File: config.mk
export PLATFORM = sky130hd
export DESIGN_NAME = sticky_least_loaded_assigner_unit
export DESIGN_NICKNAME = d
export VERILOG_FILES = /design/src/rtl/core/sla_pkg.sv /design/src/rtl/core/sla_datapath.sv /design/src/rtl/core/sla_ctrl.sv /design/src/rtl/core/sticky_least_loaded_assigner_unit.sv
export SDC_FILE = /design/constraint.sdc
export NUM_CORES = 2
export LEC_CHECK = 0
export BUFFER_PORTS_ARGS = -buffer_cell sky130_fd_sc_hd__buf_4
export CORE_MARGIN = 3
export CORE_UTILIZATION = 40
export CTS_BUF_LIST = sky130_fd_sc_hd__clkbuf_16
export DETAILED_ROUTE_END_ITERATION = 10
export MAX_ROUTING_LAYER = met4
export PLACE_DENSITY = 0.63
export SYNTH_ARGS = -nofsm -noshare
export SYNTH_HDL_FRONTEND = slang
export SYNTH_MEMORY_MAX_BITS = 65536
export SYNTH_SLANG_ARGS = --single-unit
export TNS_END_PERCENT = 10
File: constraint.sdc
create_clock -name clk -period 15.7 [get_ports clk]
set_input_delay 1.57 -clock clk [delete_from_list [all_inputs] [get_ports clk]]
set_output_delay 1.57 -clock clk [all_outputs]
set_load 0.05 [all_outputs]
File: src/rtl/core/sla_pkg.sv
// Shared types and constants for the sticky least-loaded assigner.
package sla_pkg;

  localparam int KEY_W     = 32;
  localparam int CFG_W     = 4;
  localparam int WIDX_W    = 3;

  typedef enum logic [1:0] {
    ST_OWNED = 2'd0,
    ST_NEW   = 2'd1,
    ST_FULL  = 2'd2
  } assign_status_t;

  typedef enum logic [1:0] {
    S_IDLE,
    S_SCAN,
    S_DRAIN,
    S_DECIDE
  } state_t;

  typedef struct packed {
    logic load;
    logic scan;
    logic commit;
  } sla_cmd_t;

  typedef struct packed {
    logic last;
    logic out_busy;
  } sla_sts_t;

endpackage

File: src/rtl/core/sla_datapath.sv
// Datapath: per-worker key banks, owned counts, hit tracking, min search, result register.
module sla_datapath #(
  parameter int MAX_WORKERS      = 8,
  parameter int SLOTS_PER_WORKER = 16
) (
  input  logic                      clk,
  input  logic                      rst,
  input  sla_pkg::sla_cmd_t         cmd,
  output sla_pkg::sla_sts_t         sts,
  input  logic                      cfg_valid,
  output logic                      cfg_ready,
  input  logic [sla_pkg::CFG_W-1:0] cfg_data,
  input  logic [sla_pkg::KEY_W-1:0] flow_key,
  output logic                      out_valid,
  input  logic                      out_stall,
  output logic [sla_pkg::WIDX_W-1:0] worker_index,
  output logic [1:0]                assign_status
);
  import sla_pkg::*;

  localparam int WW       = (MAX_WORKERS > 1) ? $clog2(MAX_WORKERS) : 1;
  localparam int UW       = $clog2(MAX_WORKERS + 1);
  localparam int SW       = (SLOTS_PER_WORKER > 1) ? $clog2(SLOTS_PER_WORKER) : 1;
  localparam int CW       = $clog2(SLOTS_PER_WORKER + 1);
  localparam int SCAN_LEN = (SLOTS_PER_WORKER > MAX_WORKERS) ? SLOTS_PER_WORKER : MAX_WORKERS;
  localparam int IW       = $clog2(SCAN_LEN + 1);
  localparam int WC_RST   = (MAX_WORKERS > 15) ? 15 : MAX_WORKERS;

  logic [CFG_W-1:0]       worker_count;
  logic [KEY_W-1:0]       key;
  logic [UW-1:0]          used;
  logic [UW-1:0]          used_in;
  logic [IW-1:0]          idx;
  logic                   rd_en;
  logic                   rd_vld;
  logic [SW-1:0]          rd_slot;
  logic [KEY_W-1:0]       rd_q [MAX_WORKERS];
  logic [MAX_WORKERS-1:0] match;
  logic [MAX_WORKERS-1:0] hit_mask;
  logic                   hit_any;
  logic [WW-1:0]          first_hit;
  logic [WW-1:0]          best;
  logic [CW-1:0]          best_cnt;
  logic [CW-1:0]          cnt [MAX_WORKERS];
  logic [CW-1:0]          cnt_at;
  logic                   wr_en;

  assign cfg_ready = 1'b1;

  // clamp the configured worker count into 1..MAX_WORKERS
  always_comb begin
    if (worker_count == '0) begin
      used_in = UW'(1);
    end else if (int'(worker_count) > MAX_WORKERS) begin
      used_in = UW'(MAX_WORKERS);
    end else begin
      used_in = UW'(worker_count);
    end
  end

  assign rd_en   = cmd.scan && (int'(idx) < SLOTS_PER_WORKER);
  assign hit_any = |hit_mask;
  assign wr_en   = cmd.commit && !hit_any && (int'(best_cnt) < SLOTS_PER_WORKER);
  assign cnt_at  = cnt[idx[WW-1:0]];

  // one bank per worker, all read at the same slot together during the scan
  for (genvar g = 0; g < MAX_WORKERS; g++) begin : g_bank
    logic [KEY_W-1:0] mem [SLOTS_PER_WORKER];

    always_ff @(posedge clk) begin
      if (wr_en && best == WW'(g)) begin
        mem[best_cnt[SW-1:0]] <= key;
      end
      if (rd_en) begin
        rd_q[g] <= mem[idx[SW-1:0]];
      end
    end

    assign match[g] = rd_vld && (CW'(rd_slot) < cnt[g]) && (used > UW'(g)) &&
                      (rd_q[g] == key);
  end

  // lowest worker wins regardless of slot
  always_comb begin
    first_hit = '0;
    for (int i = MAX_WORKERS - 1; i >= 0; i--) begin
      if (hit_mask[i]) begin
        first_hit = WW'(i);
      end
    end
  end

  always_ff @(posedge clk) begin
    if (rst) begin
      worker_count <= CFG_W'(WC_RST);
      rd_vld       <= 1'b0;
      out_valid    <= 1'b0;
      for (int i = 0; i < MAX_WORKERS; i++) begin
        cnt[i] <= '0;
      end
    end else begin
      if (cfg_valid && cfg_ready) begin
        worker_count <= cfg_data;
      end
      rd_vld <= rd_en;
      if (cmd.commit) begin
        out_valid <= 1'b1;
      end else if (!out_stall) begin
        out_valid <= 1'b0;
      end
      if (wr_en) begin
        cnt[best] <= best_cnt + CW'(1);
      end
    end
  end

  always_ff @(posedge clk) begin
    rd_slot <= idx[SW-1:0];
    if (cmd.load) begin
      key      <= flow_key;
      used     <= used_in;
      idx      <= '0;
      hit_mask <= '0;
    end else begin
      if (rd_vld) begin
        hit_mask <= hit_mask | match;
      end
      if (cmd.scan) begin
        idx <= idx + IW'(1);
        // least-loaded search runs alongside the slot scan
        if (idx == '0) begin
          best     <= '0;
          best_cnt <= cnt[0];
        end else if ((idx < IW'(used)) && (cnt_at < best_cnt)) begin
          best     <= idx[WW-1:0];
          best_cnt <= cnt_at;
        end
      end
    end
    if (cmd.commit) begin
      if (hit_any) begin
        worker_index  <= WIDX_W'(first_hit);
        assign_status <= ST_OWNED;
      end else if (int'(best_cnt) >= SLOTS_PER_WORKER) begin
        worker_index  <= '0;
        assign_status <= ST_FULL;
      end else begin
        worker_index  <= WIDX_W'(best);
        assign_status <= ST_NEW;
      end
    end
  end

  assign sts.last     = (idx == IW'(SCAN_LEN - 1));
  assign sts.out_busy = out_valid && out_stall;

  a_commit_free: assert property (@(posedge clk) disable iff (rst)
    cmd.commit |-> !(out_valid && out_stall))
    else $error("result committed over a stalled result");

  a_count_inc: assert property (@(posedge clk) disable iff (rst)
    wr_en |=> cnt[$past(best)] == $past(best_cnt) + CW'(1))
    else $error("owned count not advanced after new assignment");

  a_out_drain: assert property (@(posedge clk) disable iff (rst)
    (out_valid && !out_stall && !cmd.commit) |=> !out_valid)
    else $error("result request repeated after delivery");

endmodule

File: src/rtl/core/sla_ctrl.sv
// Controller: sequences accept, slot scan, drain and commit for one request.
module sla_ctrl (
  input  logic               clk,
  input  logic               rst,
  input  logic               in_valid,
  output logic               in_stall,
  input  sla_pkg::sla_sts_t  sts,
  output sla_pkg::sla_cmd_t  cmd
);
  import sla_pkg::*;

  state_t state;
  state_t state_next;

  always_ff @(posedge clk) begin
    if (rst) begin
      state <= S_IDLE;
    end else begin
      state <= state_next;
    end
  end

  always_comb begin
    state_next = state;
    cmd        = '0;
    in_stall   = 1'b1;
    unique case (state)
      S_IDLE: begin
        in_stall = 1'b0;
        if (in_valid) begin
          cmd.load   = 1'b1;
          state_next = S_SCAN;
        end
      end
      S_SCAN: begin
        cmd.scan = 1'b1;
        if (sts.last) begin
          state_next = S_DRAIN;
        end
      end
      S_DRAIN: begin
        state_next = S_DECIDE;
      end
      S_DECIDE: begin
        if (!sts.out_busy) begin
          cmd.commit = 1'b1;
          state_next = S_IDLE;
        end
      end
      default: begin
        state_next = S_IDLE;
      end
    endcase
  end

endmodule

File: src/rtl/core/sticky_least_loaded_assigner_unit.sv
// Sticky least-loaded assigner: maps each flow key to the worker that owns it.
//
// Input channel (in_valid / in_stall / flow_key): one request per key. The
// block holds in_stall high from acceptance until the result is committed.
// Output channel (out_valid / out_stall / worker_index / assign_status): one
// result per request, held in an output register while out_stall is high.
// Config channel (cfg_valid / cfg_ready / cfg_data): worker_count, always ready;
// write it only while no request is in flight.
// Sequence: an accept state, a slot scan with its index running up to
// max(SLOTS_PER_WORKER, MAX_WORKERS) - 1, a drain state and a commit state.
// The scan reads one slot of every worker bank per cycle, so that maximum sets
// its length; the least-loaded search walks one worker per cycle alongside it.
// A new request is taken right after commit even while the previous result
// still waits; if the receiver stalls, commit of the next result waits.
// Reset clears the owned counts and the output valid and sets worker_count to
// min(MAX_WORKERS, 15); no clearing pass is needed, the counts gate stored keys.
module sticky_least_loaded_assigner_unit #(
  parameter int MAX_WORKERS      = 8,
  parameter int SLOTS_PER_WORKER = 16
) (
  input  logic                       clk,
  input  logic                       rst,
  input  logic                       in_valid,
  output logic                       in_stall,
  input  logic [sla_pkg::KEY_W-1:0]  flow_key,
  output logic                       out_valid,
  input  logic                       out_stall,
  output logic [sla_pkg::WIDX_W-1:0] worker_index,
  output logic [1:0]                 assign_status,
  input  logic                       cfg_valid,
  output logic                       cfg_ready,
  input  logic [sla_pkg::CFG_W-1:0]  cfg_data
);
  import sla_pkg::*;

  sla_cmd_t cmd;
  sla_sts_t sts;

  sla_ctrl u_ctrl (
    .clk      (clk),
    .rst      (rst),
    .in_valid (in_valid),
    .in_stall (in_stall),
    .sts      (sts),
    .cmd      (cmd)
  );

  sla_datapath #(
    .MAX_WORKERS      (MAX_WORKERS),
    .SLOTS_PER_WORKER (SLOTS_PER_WORKER)
  ) u_dp (
    .clk           (clk),
    .rst           (rst),
    .cmd           (cmd),
    .sts           (sts),
    .cfg_valid     (cfg_valid),
    .cfg_ready     (cfg_ready),
    .cfg_data      (cfg_data),
    .flow_key      (flow_key),
    .out_valid     (out_valid),
    .out_stall     (out_stall),
    .worker_index  (worker_index),
    .assign_status (assign_status)
  );

endmodule
### Word-level counts from Yosys, hierarchy flattened

Memory sizes are Yosys's and may differ from the RTL's. A register that Yosys moved wholly into a read port is not among the register bits.
Cells that the tools add are included.

* bits in registers: 74
* bits in writable memories: 4392
* bits of input ports: 41
* output and inout bits: 8
* word-level logic and storage cells: 192
* memories: 10

Memory list
* u_dp.g_bank[0].mem: depth 16, bits a word 32, rd ports 1, clocked after Yosys merged registers in 1, wr ports 1, RTL line sla_datapath.sv:68 `logic [KEY_W-1:0] mem [SLOTS_PER_WORKER];`
* u_dp.g_bank[1].mem: depth 16, bits a word 32, rd ports 1, clocked after Yosys merged registers in 1, wr ports 1, RTL line sla_datapath.sv:68
* u_dp.g_bank[2].mem: depth 16, bits a word 32, rd ports 1, clocked after Yosys merged registers in 1, wr ports 1, RTL line sla_datapath.sv:68
* u_dp.g_bank[3].mem: depth 16, bits a word 32, rd ports 1, clocked after Yosys merged registers in 1, wr ports 1, RTL line sla_datapath.sv:68
* u_dp.g_bank[4].mem: depth 16, bits a word 32, rd ports 1, clocked after Yosys merged registers in 1, wr ports 1, RTL line sla_datapath.sv:68
* u_dp.g_bank[5].mem: depth 16, bits a word 32, rd ports 1, clocked after Yosys merged registers in 1, wr ports 1, RTL line sla_datapath.sv:68
* +4 memories

* $add $sub $neg: 2
* magnitude comparators: 22
* eq/ne operators: 23
* multiplexer cells: 71
* bitwise gates (word level): 2
* reductions and logical operators: 48

Operators by type and width (number)
* $eq A32 B32 Y1: 8
* $mux W4: 17
* $mux W3: 14
* $lt A4 B5 Y1: 8
* $logic_and A1 B1 Y1: 37
* $mux W1: 32
* $gt A4 B3 Y1 const B: 4
* $mux W5: 3
* $eq A3 B3 Y1 const B: 4
* $add A5 B1 Y5 const B: 2
* $lt A5 B5 Y1 const B: 2
* $gt A4 B1 Y1 const B: 2
* $gt A4 B2 Y1 const B: 2
* $mux W2: 4
* $or A8 B8 Y8: 1
* $pmux W2 S4: 1
* $reduce_or A8 Y1: 1
* $eq A3 B2 Y1 const B: 2
* $ne A2 B2 Y1 const B: 3
* $reduce_and A3 Y1: 2
* $eq A5 B4 Y1 const B: 1
* $ge A5 B5 Y1 const B: 1
* $logic_not A5 Y1: 1
* $lt A5 B4 Y1: 1
* other kinds (14): 15

### Logic depth before layout (Yosys ltp)

* depth after elaboration: 10
* mapped depth: 10
* gate-level depth less buffers: 7

### By module

A second synthesis with hierarchy kept.

* cells, all modules: 7023
* area, all modules: 170149.4 µm²

Modules (own cells, without submodules)
* sla_datapath: times used 1, cells each 7002, area each 169959.3 µm², seq. area each 133898.4 µm²
* sla_ctrl: times used 1, cells each 21, area each 190.2 µm², seq. area each 40.0 µm²

### Worst setup path before layout

No wires, ideal clock.

* kind: flip-flop to flip-flop
* start point: register u_ctrl.state[1]
* end point: memory u_dp.rd_q[0][0], enable pin
* library setup time: 0.878 ns
* data arrival time: 11.509 ns
* required time: 14.822 ns
* setup slack: 3.314 ns
* stages on the path, launching flop included: 6
* path buffers: 1
* clock period less this slack: 12.386 ns
* cell sequence: dfxtp_1 inv_1 ha_1 clkbuf_1 inv_1 nor2_1

RTL lines
* from (decl): RTL line sla_ctrl.sv:12 `state_t state;`
* from (signal assigned): RTL line sla_ctrl.sv:19 `state <= state_next;`
* to (decl): RTL line sla_datapath.sv:37 `logic [KEY_W-1:0] rd_q [MAX_WORKERS];`

==> run_summary.xml <==
<?xml version="1.0" encoding="UTF-8"?>
<metrics>
  <group name="status">
    <metric name="run_status" unit="">finished, final reports clean</metric>
  </group>
  <group name="synth">
    <metric name="edff_count_synth" unit="">4441</metric>
    <metric name="synth_top_area_share" unit="">0.784</metric>
    <metric name="ys_types" unit="">54</metric>
    <metric name="mappedNetlistNets" unit="">7065</metric>
    <metric name="ys_async_rst_share" unit="">0</metric>
    <metric name="synth_commonest_cells" unit="">4,441 x sky130_fd_sc_hd__edfxtp_1, 1,269 x sky130_fd_sc_hd__mux4_2, 208 x sky130_fd_sc_hd__nor2_1</metric>
    <metric name="netlist_instances" unit="">6981</metric>
    <metric name="synth_largest_area_cell" unit="">sky130_fd_sc_hd__edfxtp_1</metric>
    <metric name="synth.yosys.seq_area_share" unit="">0.787</metric>
    <metric name="netlist_area" unit="mm2">0.170</metric>
    <metric name="yosysWarnings" unit="">0</metric>
    <metric name="synth_most_common_cell" unit="">sky130_fd_sc_hd__edfxtp_1</metric>
    <metric name="synth-seq-cells" unit="">4470</metric>
    <metric name="synth_flop_cell" unit="">sky130_fd_sc_hd__edfxtp_1</metric>
    <metric name="ys_top_cells_by_area" unit="">sky130_fd_sc_hd__edfxtp_1 78%, sky130_fd_sc_hd__mux4_2 17%, sky130_fd_sc_hd__xnor2_1 0.76%</metric>
    <metric name="synthesis.area_per_instance" unit="um2">24.4</metric>
  </group>
  <group name="power_and_ir_drop">
    <metric name="power.density" unit="mW/mm2">154</metric>
    <metric name="part_of_the_total_power_dissipated_in_sequential_elements" unit="">0.490</metric>
    <metric name="power.ir.vdd_worst" unit="mV">0.123</metric>
    <metric name="power_leakage" unit="nW">58.1</metric>
    <metric name="internal-power" unit="mW">22.0</metric>
    <metric name="power.combinational.fraction" unit="">0.172</metric>
    <metric name="share_clk_of_total_power" unit="">0.339</metric>
    <metric name="p_sw" unit="mW">7.61</metric>
    <metric name="switching_share" unit="">0.257</metric>
  </group>
  <group name="worst_setup_path">
    <metric name="critPathMaxFanout" unit="">100</metric>
    <metric name="slowest_delay" unit="ps">1000</metric>
    <metric name="crit_required" unit="ps">16410</metric>
    <metric name="path_class" unit="">flop to flop</metric>
    <metric name="ff2ff_setup_slack" unit="ps">9190</metric>
    <metric name="cp-end-kind" unit="">flop</metric>
    <metric name="rr_endpoint" unit="">u_dp.rd_q[0][58]</metric>
    <metric name="critical_path.top_delay_family" unit="">buffers and inverters</metric>
    <metric name="ff2ff_path_depth" unit="">7</metric>
    <metric name="crit_path_cell_trace" unit="">buf_4 -&gt; buf_12 -&gt; buf_4 -&gt; buf_4 -&gt; buf_4 -&gt; mux4_2 -&gt; mux4_2</metric>
    <metric name="count_of_buffering_cells_on_the_critical_path_with_inverters_included" unit="">5</metric>
    <metric name="worstSetupStartpointType" unit="">flop</metric>
    <metric name="crit_path_frequent_cell" unit="">sky130_fd_sc_hd__buf_4</metric>
    <metric name="cp.arrival" unit="ps">7220</metric>
    <metric name="cpMaxStageDelayCell" unit="">sky130_fd_sc_hd__buf_4</metric>
  </group>
  <group name="clock_tree">
    <metric name="cts.reportedPaths.clkPinSlew" unit="ps">60</metric>
    <metric name="clock_sinks" unit="">4470</metric>
    <metric name="cts_max_path_buffers" unit="">4</metric>
    <metric name="worst_skew_pair.late_latency" unit="ps">960</metric>
    <metric name="cts.htree.levels" unit="">5</metric>
    <metric name="postCtsHoldBufs" unit="">0</metric>
    <metric name="cts_buffers" unit="">437</metric>
    <metric name="cts_tree" unit="">yes</metric>
    <metric name="cts-root-buf" unit="">sky130_fd_sc_hd__clkbuf_16</metric>
    <metric name="ctsResizeCount" unit="">0</metric>
    <metric name="postCtsSetupBuffers" unit="">0</metric>
  </group>
  <group name="hold_path">
    <metric name="min_delay_worst_endpoint" unit="">u_dp.rd_slot[3]</metric>
    <metric name="min-delay-start" unit="">u_dp.idx[3]</metric>
    <metric name="min-delay-path-class" unit="">flop to flop</metric>
    <metric name="worst_hold_path.num_cells" unit="">0</metric>
  </group>
  <group name="sta">
    <metric name="unrepaired_setup_endpoints_after_global_routing" unit="">no</metric>
    <metric name="final_max_tran_viols" unit="">0</metric>
    <metric name="finalSetupTns" unit="ps">0</metric>
    <metric name="fin_hold_ws" unit="ps">450</metric>
    <metric name="finalCritPeriodShare" unit="">0.415</metric>
    <metric name="tightest_slew" unit="ps">1330</metric>
    <metric name="report.final.hold_viol_count" unit="">0</metric>
    <metric name="minimum_clock_period_after_layout" unit="ps">6510</metric>
    <metric name="fin_worst_skew" unit="ps">49.7</metric>
    <metric name="postLayoutSetupSlackWorst" unit="ps">9190</metric>
    <metric name="fmax" unit="GHz">0.154</metric>
    <metric name="maxSlewHeadroom" unit="">0.113</metric>
    <metric name="setup-violations-final" unit="">0</metric>
  </group>
  <group name="placement">
    <metric name="dp.final_hpwl" unit="um">207000</metric>
    <metric name="post_place_setup_slack" unit="ps">8980</metric>
    <metric name="dpl-instance-area" unit="mm2">0.179</metric>
    <metric name="port_buffers" unit="">47</metric>
    <metric name="gp_congestion" unit="">0.816</metric>
  </group>
  <group name="global_routing">
    <metric name="met3_demand_to_capacity_share_in_global_routing" unit="">0.0287</metric>
    <metric name="top_usage_layer" unit="">met2</metric>
    <metric name="global_route.usage.met2" unit="">0.318</metric>
    <metric name="met1_use_gr" unit="">0.256</metric>
    <metric name="first_global_vias" unit="">79900</metric>
    <metric name="number_of_antenna_violations_at_the_first_check_in_global_routing" unit="">14</metric>
    <metric name="grt_remaining_overflow" unit="">0</metric>
    <metric name="grt_start_max_net_pins" unit="">172</metric>
    <metric name="track_usage" unit="">0.194</metric>
    <metric name="grt_pass1_wl" unit="um">588000</metric>
  </group>
  <group name="flow_run">
    <metric name="maxCapViolations" unit="">0</metric>
  </group>
  <group name="layout">
    <metric name="fraction_of_layout_cells_with_a_size_suffix_above_1" unit="">0.301</metric>
    <metric name="num-fill-cells" unit="">34200</metric>
    <metric name="area_growth_syn_to_layout" unit="%">13.5</metric>
    <metric name="finalNetCount" unit="">7496</metric>
    <metric name="final_design_area_no_fill" unit="mm2">0.193</metric>
  </group>
  <group name="routing">
    <metric name="post-route-drc-count" unit="">0</metric>
    <metric name="detail_route.wl_per_cell" unit="um">30.7</metric>
    <metric name="antenna_left" unit="">0</metric>
    <metric name="number_of_iterations_in_the_first_detailed_routing_pass" unit="">5</metric>
    <metric name="drtIter0Drc" unit="">8411</metric>
    <metric name="wl" unit="um">412000</metric>
    <metric name="vias" unit="">76600</metric>
    <metric name="route.detailed.vias_per_inst" unit="">5.70</metric>
  </group>
  <group name="floorplan">
    <metric name="fp.dieArea" unit="mm2">0.433</metric>
    <metric name="die_h" unit="um">658</metric>
    <metric name="core-area" unit="mm2">0.422</metric>
    <metric name="core.rowCount" unit="">238</metric>
    <metric name="die-width" unit="um">658</metric>
    <metric name="io_pins" unit="">49</metric>
    <metric name="initial_utilization" unit="">0.403</metric>
  </group>
</metrics>
==> registers in the layout (all words and copies together) (netlist names), named ones only <==
name                flops
u_dp.idx                5
u_dp.worker_index       3
u_dp.rd_q             256
u_dp.key               32
u_dp.best               3
u_dp.rd_slot            4
u_dp.g_bank.mem      4096
u_dp.hit_mask           8
u_dp.rd_vld             1
u_dp.cnt               40
u_dp.best_cnt           5
u_dp.worker_count       4
u_dp.assign_status      2
u_dp.out_valid          1
u_dp.used               4
u_ctrl.state            2
==> power groups by stage <==
stage               Combinational, mW  Clock [mW]  Sequential, mW
floorplan                        3.21           0            15.1
global placement                 5.06           0            14.8
detailed placement               5.17           0            14.8
CTS                              5.18        10.2            14.5
global route                     5.44        10.7            14.5
finish                           5.10        10.0            14.5
==> cell usage in the layout (no fill, tap or decap), types with 27 or more instances in the layout <==
cell,instances
sky130_fd_sc_hd__xnor2_1,147
sky130_fd_sc_hd__clkbuf_16,444
sky130_fd_sc_hd__edfxtp_1,4441
sky130_fd_sc_hd__inv_1,147
sky130_fd_sc_hd__ha_1,43
sky130_fd_sc_hd__nor2_4,129
sky130_fd_sc_hd__clkinv_2,58
sky130_fd_sc_hd__nor2_1,79
sky130_fd_sc_hd__mux2i_1,27
sky130_fd_sc_hd__nor4_1,32
sky130_fd_sc_hd__bufinv_16,33
sky130_fd_sc_hd__mux4_2,1269
sky130_fd_sc_hd__a21oi_1,33
sky130_fd_sc_hd__nand4_1,42
sky130_fd_sc_hd__a211oi_1,29
sky130_fd_sc_hd__clkinv_1,133
sky130_fd_sc_hd__xor2_1,111
sky130_fd_sc_hd__buf_4,333
==> worst reg2reg max path: stages, from the launching register on <==
cell	delay, ps
sky130_fd_sc_hd__dfxtp_4	800
sky130_fd_sc_hd__buf_4	800
sky130_fd_sc_hd__buf_12	780
sky130_fd_sc_hd__buf_4	1150
sky130_fd_sc_hd__buf_4	750
sky130_fd_sc_hd__buf_4	840
sky130_fd_sc_hd__mux4_2	660
sky130_fd_sc_hd__mux4_2	490
==> cell families (layout without fill, tap and decap cells) <==
family | after synthesis | in the layout | synth area share
compound gates | 102 | 102 | 0.00400
xor+xnor | 258 | 258 | 0.0133
fa+ha+maj | 43 | 43 | 0.00316
buf+inv | 407 | 1200 | 0.0111
flops | 4470 | 4470 | 0.787
mux | 1304 | 1304 | 0.170
other cells | 1 | 17 | 0.0000220
simple gates | 396 | 396 | 0.0110
==> metal layers <==
metal	share of wire	routed length (um)
met5	0	0
met3	0.070	28800
met4	0.028	11500
met1	0.40	164000
met2	0.50	207000
==> metrics by stage <==
step / utilization / instances / power [mW]
5_1_grt: 0.458 / 13400 / 30.7
4_1_cts: 0.458 / 13400 / 29.9
3_5_place_dp: 0.425 / 12600 / 19.9
3_3_place_gp: 0.425 / 12600 / 19.8
2_1_floorplan: - / 6981 / 18.3
6_report: 0.458 / 13400 / 29.6
==> area by class of cell <==
type | instances | area [um2] | share of cell area
tap | 5640 | 7060 | 0.0365
timing repair buffer | 350 | 2840 | 0.0147
multi-input combinational | 2104 | 35300 | 0.183
sequential | 4470 | 134000 | 0.694
clock inverter | 357 | 2640 | 0.0137
inverter | 49 | 184 | 0.000952
antenna | 16 | 40.0 | 0.000207
clock buffer | 444 | 11100 | 0.0575
==> how the worst max path moves through the flow <==
stage	start	to	depth (start not counted)	slack (ps)
floorplan	u_ctrl.state[1]	u_dp.rd_q[0][0]	5	3310
global placement	flop	u_dp.rd_q[0][58]	7	9030
detailed placement	flop	u_dp.rd_q[0][58]	7	8980
CTS	flop	u_dp.rd_q[0][58]	7	8960
global route	flop	u_dp.rd_q[0][58]	7	8540
finish	flop	u_dp.rd_q[0][58]	7	9190
(Power assumes the default switching activity.)
